===== src/hw/rtl/saa_pkg.sv =====
// Shared types and constants for the skyline atlas allocator.
package saa_pkg;

	localparam int unsigned ROW_W = 13;
	localparam int unsigned REQ_W_W = 11;
	localparam int unsigned POS_X_W = 10;
	localparam int unsigned POS_Y_W = 12;
	localparam logic [ROW_W-1:0] HEIGHT_LIMIT = 13'd4096;
	localparam logic [ROW_W-1:0] HEIGHT_RESET = 13'd1024;

	typedef enum logic [2:0] {
		ST_CLEAR,
		ST_IDLE,
		ST_SUFFIX,
		ST_PREFIX,
		ST_DECIDE,
		ST_WRITE
	} state_t;

	typedef struct packed {
		logic clear_run;
		logic load;
		logic suf_run;
		logic pre_run;
		logic emit;
		logic wr_run;
	} cmd_t;

	typedef struct packed {
		logic clr_done;
		logic bad;
		logic suf_done;
		logic pre_done;
		logic out_busy;
		logic fits;
		logic wr_done;
	} status_t;

endpackage


===== src/hw/rtl/saa_ctrl.sv =====
// Sequencing state machine of the skyline atlas allocator.
module saa_ctrl (
	input  logic            clk,
	input  logic            arst_n,
	input  logic            in_valid,
	output logic            in_stall,
	input  saa_pkg::status_t st,
	output saa_pkg::cmd_t   cmd
);
	import saa_pkg::*;

	state_t state_q;
	state_t state_nxt;

	always_ff @(posedge clk or negedge arst_n) begin
		if (!arst_n) begin
			state_q <= ST_CLEAR;
		end else begin
			state_q <= state_nxt;
		end
	end

	always_comb begin
		state_nxt = state_q;
		case (state_q)
			ST_CLEAR: begin
				if (st.clr_done) state_nxt = ST_IDLE;
			end
			ST_IDLE: begin
				if (in_valid) state_nxt = ST_SUFFIX;
			end
			ST_SUFFIX: begin
				// A malformed request skips both scans and reports full.
				if (st.bad) state_nxt = ST_DECIDE;
				else if (st.suf_done) state_nxt = ST_PREFIX;
			end
			ST_PREFIX: begin
				if (st.pre_done) state_nxt = ST_DECIDE;
			end
			ST_DECIDE: begin
				if (!st.out_busy) state_nxt = st.fits ? ST_WRITE : ST_IDLE;
			end
			ST_WRITE: begin
				if (st.wr_done) state_nxt = ST_IDLE;
			end
			default: begin
				state_nxt = ST_IDLE;
			end
		endcase
	end

	always_comb begin
		cmd = '0;
		in_stall = 1'b1;
		case (state_q)
			ST_CLEAR: begin
				cmd.clear_run = 1'b1;
			end
			ST_IDLE: begin
				in_stall = 1'b0;
				cmd.load = in_valid;
			end
			ST_SUFFIX: begin
				cmd.suf_run = !st.bad;
			end
			ST_PREFIX: begin
				cmd.pre_run = 1'b1;
			end
			ST_DECIDE: begin
				cmd.emit = !st.out_busy;
			end
			ST_WRITE: begin
				cmd.wr_run = 1'b1;
			end
			default: begin
				in_stall = 1'b1;
			end
		endcase
	end

	a_accept_starts_scan: assert property (@(posedge clk) disable iff (!arst_n)
		(state_q == ST_IDLE && in_valid) |=> state_q == ST_SUFFIX)
		else $error("accepted word did not start the suffix scan");

	a_prefix_ends_in_decide: assert property (@(posedge clk) disable iff (!arst_n)
		(cmd.pre_run && st.pre_done) |=> state_q == ST_DECIDE)
		else $error("prefix scan end did not lead to the decision");

	a_write_only_when_fits: assert property (@(posedge clk) disable iff (!arst_n)
		(cmd.emit && !st.fits) |=> state_q == ST_IDLE)
		else $error("rejected request went on to update the skyline");

endmodule


===== config.mk =====
export PLATFORM = sky130hd
export DESIGN_NAME = saa_ctrl
export DESIGN_NICKNAME = d
export VERILOG_FILES = /design/src/hw/rtl/saa_pkg.sv /design/src/hw/rtl/saa_ctrl.sv
export SDC_FILE = /design/constraint.sdc
export NUM_CORES = 1
export LEC_CHECK = 0
export BUFFER_PORTS_ARGS = -buffer_cell sky130_fd_sc_hd__buf_2
export CORE_AREA = 3 3 40 42
export DETAILED_ROUTE_END_ITERATION = 12
export DIE_AREA = 0 0 43 45
export GPL_TIMING_DRIVEN = 1
export SYNTH_ARGS = -nofsm -noshare
export SYNTH_HDL_FRONTEND = slang
export SYNTH_SLANG_ARGS = --single-unit

===== constraint.sdc =====
create_clock -name clk -period 1.5 [get_ports clk]
set_clock_uncertainty 0.05 [all_clocks]
set_input_delay 0.225 -clock clk [delete_from_list [all_inputs] [get_ports clk]]
set_output_delay 0.225 -clock clk [all_outputs]
set_load 0.005 [all_outputs]

==> flow_summary.yaml <==
outcome:
  outcome: "complete, but fails checks"
  violations: "negative setup slack"
route:
  via_per_inst: 4.69
  drt-wirelength-per-cell_um: 11.1
  ant_nets: 0
  remaining_drc_errors: 0
  wirelength_um: 867
  drt_iter0_drc: 0
  drt_pre_antenna_iters: 1
  vias: 366
synthesis:
  yosys.area.top_type: "dfrtp_1"
  synth_common_cells: "nor2_1, dfrtp_1, inv_1, nand2_1"
  synth_flop_cell: "dfrtp_1"
  ys_top_cells_by_area: "dfrtp_1, mux2i_1, nor2_1, mux2_4, nand3b_1"
  async_flop_share_pct: 100
  avgSynthCellArea_um2: 7.97
  synth_top_area_share_pct: 26.9
  synth_cell_types: 23
  syn_nets: 45
  ys_seq_elements: 3
  synthCells: 35
  synth_most_common_cell: "nor2_1"
  synth_warnings: 0
  yosysSeqAreaShare_pct: 26.9
  syn_area_um2: 279
  synth_edf_count: 0
worst_setup_path:
  rr_worst_depth: 4
  crit_fanout: 4
  critPathArrivalTime_ns: 1.27
  cp-end-kind: "primary output"
  crit_required_ns: 1.22
  reg2reg_from: "state_q[2]"
  start_kind: "flip-flop"
  crit_type: "flip-flop to primary output"
  critPathLaunch: "state_q[2]"
layout:
  top_regs: "state_q x3"
  regMostFlops: "state_q"
  filler_cell_count: 139
  final_core_util_pct: 39.7
  nets: 74
  area_growth_pct: 83.0
  drive_gt1_share_pct: 58.7
  final_area_um2: 510
  diodes: 0
  largest_register_ffs: 3
grt:
  track_usage_pct: 9.34
  grt_pass1_vias: 354
  grt_pass1_wl_um: 1260
  grt_overflow_total: 0
  grt_max_degree: 12
  grt_antenna_before_repair: 0
clock_tree:
  cts_buffer_depth: 2
  path_clk_slew_ns: 0.04
  clock-sinks: 3
  cts-buffers-inserted: 3
  clock_latency_ns: 0.23
  cts_root_buf: "clkbuf_4"
  cts_tree: "done"
  cts.htree.levels: 1
timing:
  period_minus_slack_ns: 1.55
  max_slew.worst_pin.slew_ns: 0.253
  drv_slew: 0
  slew_headroom_pct: 83.2
  final-setup-viol-count: 3
  hold_viol_final: 0
  worst_slack_ns: -0.0488
  rsz0062_at_grt: "yes"
  clock.fmax_mhz: 646
  finalCritPeriodShare_pct: 103
die:
  io_pins: 17
  die_y_um: 45
  rows: 13
  start_util_pct: 21.7
  design.die.area_um2: 1940
  core-area_um2: 1280
  die_w_um: 43
job:
  drv_cap: 0
placement:
  buffer_ports.inserted: 16
  place.detailed.hpwl_um: 638
  place_area_um2: 410
  place_congestion: 0.804
power_and_ir_drop:
  max-vdd-ir-drop_mv: 0.691
  leakagePower_uw: 0.000272
  power_density_nw_per_um2: 1920
hold_path:
  hold_class: "primary input to async pin"
[final cells by class]
class	instances	area [um2]	share of cell area, %
multi-input cells	28	210	41.2
repair buffers	25	168	32.8
flip-flops and latches	3	76.3	15.0
clock buffers	4	26.3	5.15
well taps	15	18.8	3.68
inverters	3	11.3	2.21
[cell families (layout without fill, tap and decap cells)]
kind of cell | Yosys count | in the layout | share of synthesized area (%)
buffers and inverters | 4 | 32 | 5.83
AND/OR/NAND/NOR | 18 | 18 | 35.4
multiplexers | 3 | 3 | 12.6
AO/OA/AOI/OAI | 7 | 7 | 19.3
flip-flops | 3 | 3 | 26.9
[worst max-delay path: stages, from the launching register on]
cell and delay, ns:
dfrtp_1 0.42, buf_6 0.14, and2b_2 0.21, nor3b_2 0.15, buf_2 0.12
[routing by layer]
metal	vias up	wire (um)	track usage, %
met1	174	350	8.23
li1	182	-	-
met4	0	0	9.04
met2	10	472	15.9
met5	-	0	0
met3	0	44	3.98
[metrics by stage]
step                      std cells  total power (uW)  setup TNS [ns]  hold slack [ns]  setup slack (ns)
after floorplan                  35               494               0           -0.121            0.0336
final                            78               978         -0.0991            0.268           -0.0488
after CTS                        76               902         -0.0444            0.268           -0.0193
after global placement           70               708               0          -0.0255            0.0141
after detailed placement         70               714               0          -0.0282            0.0110
after global routing             78              1060          -0.209            0.269           -0.0681
[placed cells by master, fill, tap and decap left out, drive strengths merged, types with 2 or more instances in the layout]
cell     n
mux2i    2
o211ai   2
nor2     5
dfrtp    3
clkbuf   4
inv      3
nand3b   2
nand2    3
buf     24
[final timing paths]
path	end	slack (ns)
worst max register to register	state_q[1]	-0.03
max in group asynchronous	state_q[1]	1.01
worst min register to register	state_q[2]	0.62
min in group clk	state_q[2]	0.27
worst max-delay path	cmd[1]	-0.05
worst min-delay path	state_q[1]	0.27
[report_power, final]
group          internal, uW  total [uW]  switching, uW  leakage [uW]
sequential              122         175           52.4     0.0000360
combinational           372         660            288      0.000221
clock                  99.8         143           42.9     0.0000150
total                   594         978            384      0.000272
[what timing repair did]
item,in CTS,in global routing
setup endpoints to repair,3,7
pin swaps,1,0
gates resized for setup,4,7
hold buffers,1,0
buffers inserted,1,2
endpoints found under the hold margin,3,0
No activity file was read; power rests on OpenSTA's default activity.
